==> src/hw/rtl/assert_macros.svh <==
// ---------------------------------------------------------------------------
// Assertion macros
// Clocked assertion helpers, included by ffb_seq.
// ---------------------------------------------------------------------------
`ifndef ASSERT_MACROS_SVH
`define ASSERT_MACROS_SVH

// property checked at every clock edge outside reset
`define ASSERT_CLK(label, prop, msg) \
  label: assert property (@(posedge clk) disable iff (!rst_n) (prop)) else $error(msg);

// condition that must never be true outside reset
`define ASSERT_NEVER(label, cond, msg) \
  label: assert property (@(posedge clk) disable iff (!rst_n) !(cond)) else $error(msg);

`endif

==> src/hw/rtl/ffb_pkg.sv <==
// ---------------------------------------------------------------------------
// ffb_pkg
// Types, constants and the CRC-16 byte fold for the frame builder.
// ---------------------------------------------------------------------------
package ffb_pkg;

  localparam logic [15:0] CRC_POLY   = 16'h1021;
  localparam logic [7:0]  FLAG_RESET = 8'h7E;

  typedef enum logic [1:0] {
    PH_HEAD,
    PH_CRC_LO,
    PH_CRC_HI,
    PH_CLOSE
  } phase_t;

  typedef struct packed {
    logic       valid;
    logic [7:0] data;
    logic       eof;
  } res_t;

  function automatic logic [15:0] crc_fold(input logic [15:0] crc, input logic [7:0] b);
    logic [15:0] t;
    t = {crc[15:8], 8'h00};
    for (int i = 0; i < 8; i++) begin
      t = t[15] ? ({t[14:0], 1'b0} ^ CRC_POLY) : {t[14:0], 1'b0};
    end
    return t ^ {crc[7:0], 8'h00} ^ {8'h00, b};
  endfunction

endpackage

==> src/hw/rtl/ffb_seq.sv <==
// ---------------------------------------------------------------------------
// ffb_seq
// Holds one request, steps it through flag, data and trailer bytes and
// keeps the running CRC, frame state and flag register.
// ---------------------------------------------------------------------------
`include "assert_macros.svh"

module ffb_seq (
  input  logic          clk,
  input  logic          rst_n,
  input  logic          cfg_wr_en,
  input  logic [7:0]    cfg_wr_data,
  input  logic          in_valid,
  output logic          in_stall,
  input  logic [7:0]    in_data_byte,
  input  logic          in_last_byte,
  input  logic          res_ready,
  output ffb_pkg::res_t res
);
  import ffb_pkg::*;

  logic        hold_vld_r, hold_vld_nxt;
  logic [7:0]  hold_data_r;
  logic        hold_last_r;
  phase_t      phase_r, phase_nxt;
  logic [15:0] crc_r, crc_nxt;
  logic        inside_r, inside_nxt;
  logic [7:0]  flag_r;
  logic        adv, done, in_take;

  assign adv      = hold_vld_r && res_ready;
  assign in_stall = hold_vld_r && !done;
  assign in_take  = in_valid && !in_stall;

  always_comb begin
    phase_nxt  = phase_r;
    crc_nxt    = crc_r;
    inside_nxt = inside_r;
    done       = 1'b0;
    res        = '0;
    if (hold_vld_r) begin
      res.valid = 1'b1;
      unique case (phase_r)
        PH_HEAD: begin
          if (!inside_r) begin
            res.data   = flag_r;
            inside_nxt = 1'b1;
          end else begin
            res.data  = hold_data_r;
            crc_nxt   = crc_fold(crc_r, hold_data_r);
            phase_nxt = hold_last_r ? PH_CRC_LO : PH_HEAD;
            done      = !hold_last_r;
          end
        end
        PH_CRC_LO: begin
          res.data  = crc_r[7:0];
          phase_nxt = PH_CRC_HI;
        end
        PH_CRC_HI: begin
          res.data  = crc_r[15:8];
          phase_nxt = PH_CLOSE;
        end
        PH_CLOSE: begin
          res.data   = flag_r;
          res.eof    = 1'b1;
          crc_nxt    = '0;
          inside_nxt = 1'b0;
          done       = 1'b1;
        end
        default: begin
          res.data = flag_r;
        end
      endcase
    end
    done = done && adv;
  end

  always_comb begin
    hold_vld_nxt = hold_vld_r;
    if (in_take) begin
      hold_vld_nxt = 1'b1;
    end else if (done) begin
      hold_vld_nxt = 1'b0;
    end
  end

  always_ff @(posedge clk) begin
    if (!rst_n) begin
      hold_vld_r <= 1'b0;
      phase_r    <= PH_HEAD;
      crc_r      <= '0;
      inside_r   <= 1'b0;
      flag_r     <= FLAG_RESET;
    end else begin
      hold_vld_r <= hold_vld_nxt;
      if (cfg_wr_en) begin
        flag_r <= cfg_wr_data;
      end
      if (adv) begin
        crc_r    <= crc_nxt;
        inside_r <= inside_nxt;
      end
      if (in_take) begin
        phase_r <= PH_HEAD;
      end else if (adv) begin
        phase_r <= phase_nxt;
      end
    end
  end

  always_ff @(posedge clk) begin
    if (in_take) begin
      hold_data_r <= in_data_byte;
      hold_last_r <= in_last_byte;
    end
  end

  `ASSERT_CLK(a_eof_is_flag, res.valid && res.eof |-> res.data == flag_r, "eof byte is not the flag")
  `ASSERT_CLK(a_close_clears, adv && phase_r == PH_CLOSE |=> crc_r == '0 && !inside_r, "close did not clear frame state")
  `ASSERT_NEVER(a_stall_when_empty, !hold_vld_r && in_stall, "input stalled with empty hold stage")

endmodule

==> src/hw/rtl/ffb_out.sv <==
// ---------------------------------------------------------------------------
// ffb_out
// Output register stage: holds one result byte until the receiver takes it.
// ---------------------------------------------------------------------------
module ffb_out (
  input  logic          clk,
  input  logic          rst_n,
  input  ffb_pkg::res_t res,
  output logic          res_ready,
  output logic          out_valid,
  input  logic          out_stall,
  output logic [7:0]    out_byte,
  output logic          out_end_of_frame
);
  import ffb_pkg::*;

  logic       valid_r, valid_nxt;
  logic [7:0] byte_r;
  logic       eof_r;

  assign res_ready = !valid_r || !out_stall;
  assign valid_nxt = res_ready ? res.valid : valid_r;

  always_ff @(posedge clk) begin
    if (!rst_n) begin
      valid_r <= 1'b0;
    end else begin
      valid_r <= valid_nxt;
    end
  end

  always_ff @(posedge clk) begin
    if (res_ready && res.valid) begin
      byte_r <= res.data;
      eof_r  <= res.eof;
    end
  end

  assign out_valid        = valid_r;
  assign out_byte         = byte_r;
  assign out_end_of_frame = eof_r;

endmodule

==> src/hw/rtl/flag_crc16_frame_builder_unit.sv <==
// ---------------------------------------------------------------------------
// flag_crc16_frame_builder_unit
// Builds flagged frames with a CRC-16 (poly 0x1021, init 0) trailer.
// ---------------------------------------------------------------------------
// Input channel (in_*): one message byte per request, in_last_byte marks the
// final byte of a message. Output channel (out_*): one framed byte per
// request: opening flag, data bytes, CRC low, CRC high, closing flag with
// out_end_of_frame set. cfg_wr_en/cfg_wr_data load the flag byte.
// Each result is registered in the output stage. Throughput, while the
// receiver does not stall: one output byte per cycle; inside a frame a
// data byte is taken every cycle. The first byte of a frame is held for
// flag and data, the last for data, two CRC bytes and flag; the single
// hold stage sets that pace, in_stall stays high meanwhile.
// Reset: no frame open, CRC zero, flag 0x7E, no result pending.
// Receiver stall: the output register holds its byte, the hold stage stops
// advancing and in_stall rises once the hold stage is full.
// ---------------------------------------------------------------------------
module flag_crc16_frame_builder_unit (
  input  logic       clk,
  input  logic       rst_n,
  input  logic       cfg_wr_en,
  input  logic [7:0] cfg_wr_data,
  input  logic       in_valid,
  output logic       in_stall,
  input  logic [7:0] in_data_byte,
  input  logic       in_last_byte,
  output logic       out_valid,
  input  logic       out_stall,
  output logic [7:0] out_byte,
  output logic       out_end_of_frame
);
  import ffb_pkg::*;

  res_t res;
  logic res_ready;

  ffb_seq u_seq (
    .clk          (clk),
    .rst_n        (rst_n),
    .cfg_wr_en    (cfg_wr_en),
    .cfg_wr_data  (cfg_wr_data),
    .in_valid     (in_valid),
    .in_stall     (in_stall),
    .in_data_byte (in_data_byte),
    .in_last_byte (in_last_byte),
    .res_ready    (res_ready),
    .res          (res)
  );

  ffb_out u_out (
    .clk              (clk),
    .rst_n            (rst_n),
    .res              (res),
    .res_ready        (res_ready),
    .out_valid        (out_valid),
    .out_stall        (out_stall),
    .out_byte         (out_byte),
    .out_end_of_frame (out_end_of_frame)
  );

endmodule

==> config.mk <==
export PLATFORM = sky130hd
export DESIGN_NAME = flag_crc16_frame_builder_unit
export DESIGN_NICKNAME = d
export VERILOG_FILES = /design/src/hw/rtl/ffb_pkg.sv /design/src/hw/rtl/ffb_seq.sv /design/src/hw/rtl/ffb_out.sv /design/src/hw/rtl/flag_crc16_frame_builder_unit.sv
export VERILOG_INCLUDE_DIRS = /design/src /design/src/hw/rtl
export SDC_FILE = /design/constraint.sdc
export NUM_CORES = 1
export LEC_CHECK = 0
export BUFFER_PORTS_ARGS = -buffer_cell sky130_fd_sc_hd__buf_4
export CAP_MARGIN = 20
export CORE_MARGIN = 2
export CORE_UTILIZATION = 50
export DETAILED_ROUTE_END_ITERATION = 8
export PLACE_DENSITY = 0.8
export SKIP_CTS_REPAIR_TIMING = 1
export SLEW_MARGIN = 20
export SYNTH_ARGS = -nofsm -noshare
export SYNTH_HDL_FRONTEND = slang
export SYNTH_SLANG_ARGS = --single-unit
==> constraint.sdc <==
create_clock -name clk -period 2.15 [get_ports clk]
set_input_delay 0.1075 -clock clk [delete_from_list [all_inputs] [get_ports clk]]
set_output_delay 0.1075 -clock clk [all_outputs]
set_load 0.005 [all_outputs]
==> metrics.txt, run 1 <==
status finished clean; RSZ-0062 raised after global routing false; P_leak 1.15 nW; WS Path Type flop to output port; Slew @ Worst Pin 669 ps; post-route ant nets 0; syn nets 233; Layout Skew 5.22 ps; worst r2r src u_seq.phase_r[0]$_SDFFE_PP0P_; Crit path required time 2040 ps; FP Rows 24; signal arrival time at the worst endpoint 1870 ps; leading area contributor after synthesis dfxtp_1; fin util 63.7%; CP startpoint kind flop; Final HPWL DP 3420 µm; Placed Instance Area 2560 µm²; Max-slew headroom 55.3%; CP max FO 15; register area 1120 µm²; minimum clock period 1980 ps; total die area 5070 µm²; Clock transition at path regs 90 ps; EDFF count, synth 18; Clock Sinks 47; Inserted Diodes 0; worst min-delay path category input port to flop; CP Launch Point u_seq.phase_r[0]$_SDFFE_PP0P_; Core Footprint 4350 µm²; dominant cells by area after synthesis dfxtp_1, edfxtp_1, mux2i_1; number of global-route vias before repair 1622; fmax 506 MHz; top cell type's share of synthesized area 25.7%; Design Area, Final 2780 µm²; final setup vio count 0; synthesized cell area 2260 µm²; yosys synthesis warning count 0; post-synthesis sequential area ratio 49.6%; Ports 33; die span in y 71.2 µm; Skew-Pair Late Insertion Delay 300 ps; CTS root buf clkbuf_8; CTS buffer count 5; power density over the cells 661 nW/µm²; first-pass GRT wire length 8180 µm; Synth async-reset ratio 0%; Setup crit end kind output port; Netlist cell types 31; Max Cap Viol 0; drt pass-1 iters 5; predominant post-synthesis flop cell dfxtp_1; Power Total 0.00183 W; largest net degree at the start of global routing 17; GRT Resource Usage Total 21.5%; Remaining DRCs 0; vias per cell 5.52; pins over their slew limit 0; CTS tree built; Final period util 91.9%; Wirelength per Cell 16.8 µm; syn_area_per_cell 11.0 µm²; GPL Wtd Cong 0.863; Via Count 1657; Initial DRC Count 188; total global routing overflow 0; Max VDD drop 0.413 mV; Post-Syn Instances 205; Min Hold Slack 13.0 ps; H-tree levels 2; share of cells above drive strength 1 23.4%; buffers added on ports 32; #FFs+latches synth 47; final wirelength 5040 µm; Area Overhead vs Synth 22.8%; Initial Util 51.9%; Hold Crit Start cfg_wr_data[1]; Fin. Hold Viols 0; Clock Path Buffers 2; initial antenna violation count 0; die width 71.2 µm; Setup TNS 0 ps; # nets final 275; fill count 348; area of the multi-input gates 1070 µm²
## kinds of logic (layout without fill, tap and decap cells)
| group | count (synthesis) | count (layout) | share of synthesized area [%] |
|---|---|---|---|
| xor+xnor | 24 | 24 | 9.30 |
| fa+ha+maj | 6 | 6 | 3.32 |
| compound gates | 37 | 37 | 12.7 |
| simple gates | 50 | 50 | 11.7 |
| mux | 22 | 22 | 10.2 |
| flops | 47 | 47 | 49.6 |
| buf+inv | 19 | 62 | 3.16 |
## cell usage after synthesis (3+ instances only)
cell	count
a222oi_1	8
and2_1	10
o21ai_0	8
mux2_2	8
ha_1	6
xnor2_1	12
mux2i_1	14
a22o_1	10
clkbuf_1	10
nand2_1	17
inv_1	5
buf_1	4
dfxtp_1	29
xor2_1	12
edfxtp_1	18
o21a_1	3
nor2_1	13
## where the power goes
group          internal [W]  total (W)  switching [W]
clock              0.000294   0.000593       0.000299
combinational      0.000131   0.000239       0.000108
sequential         0.000971    0.00100      0.0000318
## final timing paths
path | end | slack [ps] | cells after the start
max reg2reg | u_seq.hold_data_r[3]$_DFFE_PP_ | 220 | 4
min | u_seq.flag_r[1]$_SDFFE_PN1P_ | 10 | 3
max | in_stall | 170 | 4
min reg2reg | u_seq.flag_r[6]$_SDFFE_PN1P_ | 510 | 2
## worst max-delay path, cell delays in order, from the launching register on
cell and delay (ps):
dfxtp_1 420, ha_1 600, o211ai_1 200, and2_1 210, buf_4 130
## flip-flops by register name, indices dropped and copies added (netlist names)
name,flops
u_seq.hold_last_r,1
u_out.out_valid,1
u_out.out_end_of_frame,1
u_seq.crc_r,16
u_seq.hold_data_r,8
u_seq.phase_r,2
u_seq.inside_r,1
u_seq.hold_vld_r,1
u_out.out_byte,8
u_seq.flag_r,8
## per-stage QoR
stage | cells | setup slack [ps]
floorplan | 205 | 151
global placement | 282 | 274
detailed placement | 282 | 184
CTS | 290 | 141
global route | 300 | 15.0
finish | 300 | 174
## per-layer routing
layer,GRT usage [%],up-vias,routed length [µm]
met2,32.8,52,2480
met5,0,-,0
met1,29.6,788,2180
met4,7.97,0,78
li1,-,811,-
met3,5.63,6,297
## cell type report
cell class                      instances  share of cell area (%)
Sequential cell                        47                    40.4
Multi-Input combinational cell        139                    38.5
Timing Repair Buffer                   49                    14.5
Clock buffer                            8                    3.61
Tap cell                               52                    2.34
Inverter                                5                   0.676
## cell usage in the layout, fill, tap and decap left out, drive strengths merged
cell type and count:
a21bo 1, a21boi 1, a21oi 2, a222oi 8, a22o 10, a311oi 1
and2 10, and3b 1, buf 40, clkbuf 8, dfxtp 29, dlygate4sd3 9
edfxtp 18, ha 6, inv 5, mux2 8, mux2i 14, nand2 17
nand2b 1, nand3b 2, nor2 13, nor2b 1, nor3 3, nor3b 1
nor4b 1, o211ai 1, o21a 3, o21ai 8, o22ai 2, xnor2 12
xor2 12
Power figures use the tool's default switching activity.
==> run 2: changes to the inputs <==
Settings changed: CORE_MARGIN 2 to default, GPL_TIMING_DRIVEN from default to 0.
==> metrics.txt, run 2 (synthesized netlist as in run 1, its figures left out) <==
GRT Resource Usage Total 22.3%; Max-slew headroom 51.2%; CTS root buf clkbuf_8; initial antenna violation count 0; Hold Crit Start cfg_wr_data[2]; Met3 Wirelength 281 µm; Area Overhead vs Synth 26.4%; share of cells above drive strength 1 23.3%; Largest Register u_seq.crc_r; Initial DRC Count 178; Layout Skew 7.33 ps; P_leak 1.18 nW; die width 69.2 µm; total global routing overflow 0; Crit path required time 2400 ps; minimum clock period 2010 ps; Via Count 1720; final wirelength 5160 µm; Wirelength per Cell 16.4 µm; Max VDD drop 0.421 mV; worst hold path depth 3; vias per cell 5.48; flop2flop setup slack 140 ps; worst r2r src u_seq.phase_r[0]$_SDFFE_PP0P_; Inserted Diodes 0; commonest non-fill, non-tap cell in the layout buf_4; power density over the cells 645 nW/µm²; Final HPWL DP 3340 µm; pins over their slew limit 0; Ports 33; total die area 4790 µm²; # nets final 289; fill count 344; Setup crit end kind flop; drt pass-1 iters 6; CTS tree built; met1 wire length 2230 µm; Fin. Hold Viols 0; Slew @ Worst Pin 729 ps; most frequent cells in the layout buf_4, dfxtp_1, edfxtp_1; FP Rows 24; worst min-delay path category input port to flop; CP max FO 10; signal arrival time at the worst endpoint 2260 ps; highest metal layer with signal wires met4; status finished clean; Clock Path Buffers 2; GPL Wtd Cong 0.835; Skew-Pair Late Insertion Delay 310 ps; H-tree levels 2; Remaining DRCs 0; fmax 498 MHz; Largest register FFs 16; CP Launch Point u_seq.phase_r[0]$_SDFFE_PP0P_; Final period util 93.4%; hold worst-path end u_seq.flag_r[2]$_SDFFE_PN1P_; met2 WL 2540 µm; CP startpoint kind flop; Core Footprint 4350 µm²; number of global-route vias before repair 1601; Power Total 0.00184 W; WS Path Type flop to flop; largest net degree at the start of global routing 14; final setup vio count 0; r2r endpoint u_seq.crc_r[8]$_SDFFE_PN0P_; buffers added on ports 31; RSZ-0062 raised after global routing false; Max Cap Viol 0; Initial Util 51.9%; Clock Sinks 47; CTS buffer count 5; FF-to-FF path depth 7; Clock transition at path regs 90 ps; first-pass GRT wire length 8130 µm; Min Hold Slack 11.8 ps; post-route ant nets 0; die span in y 69.2 µm
run 2: worst max path at each step:
stage	end	cells past startpoint
global route	in_stall	5
CTS	u_seq.crc_r[8]$_SDFFE_PN0P_	5
global placement	u_seq.hold_data_r[4]$_DFFE_PP_	4
floorplan	u_seq.hold_data_r[0]$_DFFE_PP_	5
detailed placement	u_seq.crc_r[8]$_SDFFE_PN0P_	5
finish	u_seq.crc_r[8]$_SDFFE_PN0P_	7
run 2: where the power goes:
group | internal [W] | total (W) | switching (W)
Clock | 0.000294 | 0.000587 | 0.000293
Combinational | 0.000138 | 0.000253 | 0.000116
Sequential | 0.000971 | 0.00100 | 0.0000300
run 2: worst max-delay path: stages, from the launching register on:
cell and delay, ps:
dfxtp_1 410, inv_1 110, ha_1 400, nor3_4 360
buf_4 180, nor3b_4 210, buf_12 150, a22o_1 130
run 2: layout make-up:
type / instances / area, µm² / area share (%)
Timing Repair Buffer: 49 / 415 / 14.5
Clock buffer: 8 / 100 / 3.50
Inverter: 5 / 22.5 / 0.788
Buffer: 14 / 53.8 / 1.88
Tap cell: 52 / 65.1 / 2.28
Sequential cell: 47 / 1120 / 39.2
Multi-Input combinational cell: 139 / 1080 / 37.8
run 2: through the flow:
stage          TNS, ps  cells  worst slack, ps  utilization (%)  cell area [µm²]
3_5_place_dp      -788    288            -67.3             58.8             2560
2_1_floorplan        0    205              151                -             2260
3_3_place_gp     -3630    288             -339             58.7             2560
4_1_cts          -1080    296            -89.4             61.1             2660
6_report             0    314              141             65.6             2860
5_1_grt              0    314             18.8             65.6             2860
run 2: layer usage:
layer	GRT usage, %	vias to the layer above
met5	0	-
met3	5.23	8
met2	33.9	72
met4	9.98	0
li1	-	839
met1	30.3	801
==> run 3: changes to the inputs <==
Settings changed: CELL_PAD_IN_SITES_DETAIL_PLACEMENT from default to 0, CELL_PAD_IN_SITES_GLOBAL_PLACEMENT from default to 1, CORE_UTILIZATION 50 to 40, CTS_CLUSTER_SIZE from default to 14, PLACE_DENSITY 0.8 to 0.81.
==> metrics.txt, run 3 (synthesized netlist as in run 1, its figures left out) <==
Remaining DRCs 0; Initial Util 41.3%; share of cells above drive strength 1 23.1%; Min Hold Slack 10.5 ps; Max Cap Viol 0; Ports 33; signal arrival time at the worst endpoint 1900 ps; Max VDD drop 0.343 mV; pins over their slew limit 0; total die area 5950 µm²; Max-slew headroom 51.7%; Fin. Hold Viols 0; final setup vio count 0; flop2flop setup slack 160 ps; minimum clock period 2000 ps; # nets final 287; Largest register FFs 16; CP startpoint kind flop; sequence of cells on the critical path ha_1 > clkbuf_1 > o211ai_1 > and2_1 > buf_4; H-tree levels 2; worst min-delay path category input port to flop; die span in y 77.2 µm; Final HPWL DP 3500 µm; CTS tree built; Wirelength per Cell 15.6 µm; Clock Sinks 47; Via Count 1668; Clock transition at path regs 90 ps; power density over the cells 663 nW/µm²; Initial DRC Count 120; final wirelength 5200 µm; CP max stage delay 420 ps; P_leak 1.17 nW; Power Total 0.00192 W; Area Overhead vs Synth 28.0%; Slew @ Worst Pin 724 ps; die width 77.2 µm; status finished clean; post-route ant nets 0; most frequent cells in the layout buf_4, dfxtp_1, edfxtp_1; total global routing overflow 0; CP max FO 10; GPL Wtd Cong 0.797; largest net degree at the start of global routing 16; GRT Resource Usage Total 18.4%; drt pass-1 iters 6; WS Path Type flop to output port; commonest non-fill, non-tap cell in the layout buf_4; vias per cell 5.02; first-pass GRT wire length 8160 µm; Core Footprint 5470 µm²; buffers added on ports 31; Skew-Pair Late Insertion Delay 310 ps; CTS root buf clkbuf_8; fmax 499 MHz; Final period util 93.2%; Largest Register u_seq.crc_r; Clock Path Buffers 2; Inserted Diodes 0; Crit path required time 2040 ps; FP Rows 27; initial antenna violation count 0; CTS buffer count 5; RSZ-0062 raised after global routing false; Layout Skew 9.55 ps; Slowest cell on crit path dfxtp_1; number of global-route vias before repair 1592; Setup crit end kind output port
[run 3: cell types whose count changed in the layout (fill, tap and decap cells not counted), sizes merged]
cell	change
buf	-2
bufinv	+1
clkbuf	-3
clkinv	+2
[run 3: area by class of cell]
cell class | instances | area [µm²]
Clock buffer | 5 | 68.8
Multi-Input combinational cell | 139 | 1080
Clock inverter | 3 | 43.8
Sequential cell | 47 | 1120
Timing Repair Buffer | 47 | 413
Inverter | 5 | 22.5
Tap cell | 72 | 90.1
Buffer | 14 | 53.8
Fill cell | 507 | 2580
[run 3: worst max-delay path: cells and delay by family, from the launching register on]
kind	cells	cell delay, ps
simple gates	1	230
flops	1	420
compound gates	1	250
fa+ha+maj	1	170
buf+inv	2	510
[run 3: per-stage QoR]
step	TNS (ps)	setup WS, ps	utilization [%]	cells	cell area (µm²)
after floorplan	0	151	-	205	2260
after global placement	-4380	-420	47.2	308	2580
after detailed placement	-1090	-78.9	47.3	308	2590
after CTS	-1350	-85.4	49.3	316	2700
after global routing	0	0.662	52.8	332	2890
final	0	147	52.8	332	2890
[run 3: final timing paths]
kind,from,to,depth (start not counted)
min,cfg_wr_data[2],u_seq.flag_r[2]$_SDFFE_PN1P_,3
max reg2reg,u_seq.phase_r[0]$_SDFFE_PP0P_,u_seq.crc_r[1]$_SDFFE_PN0P_,6
min reg2reg,u_seq.flag_r[4]$_SDFFE_PN1P_,u_seq.flag_r[4]$_SDFFE_PN1P_,2
max,u_seq.phase_r[0]$_SDFFE_PP0P_,in_stall,5
[run 3: where the power goes]
| part | internal [W] | switching [W] |
|---|---|---|
| Combinational | 0.000138 | 0.000116 |
| Clock | 0.000347 | 0.000316 |
| Sequential | 0.000971 | 0.0000292 |
[run 3: routing by layer]
layer  track usage, %  vias up  routed length, µm
li1                 -      841                  -
met1             23.5      777               2360
met2             30.4       46               2520
met3             3.69        4                249
met4             6.98        0                 67
met5                0        -                  0
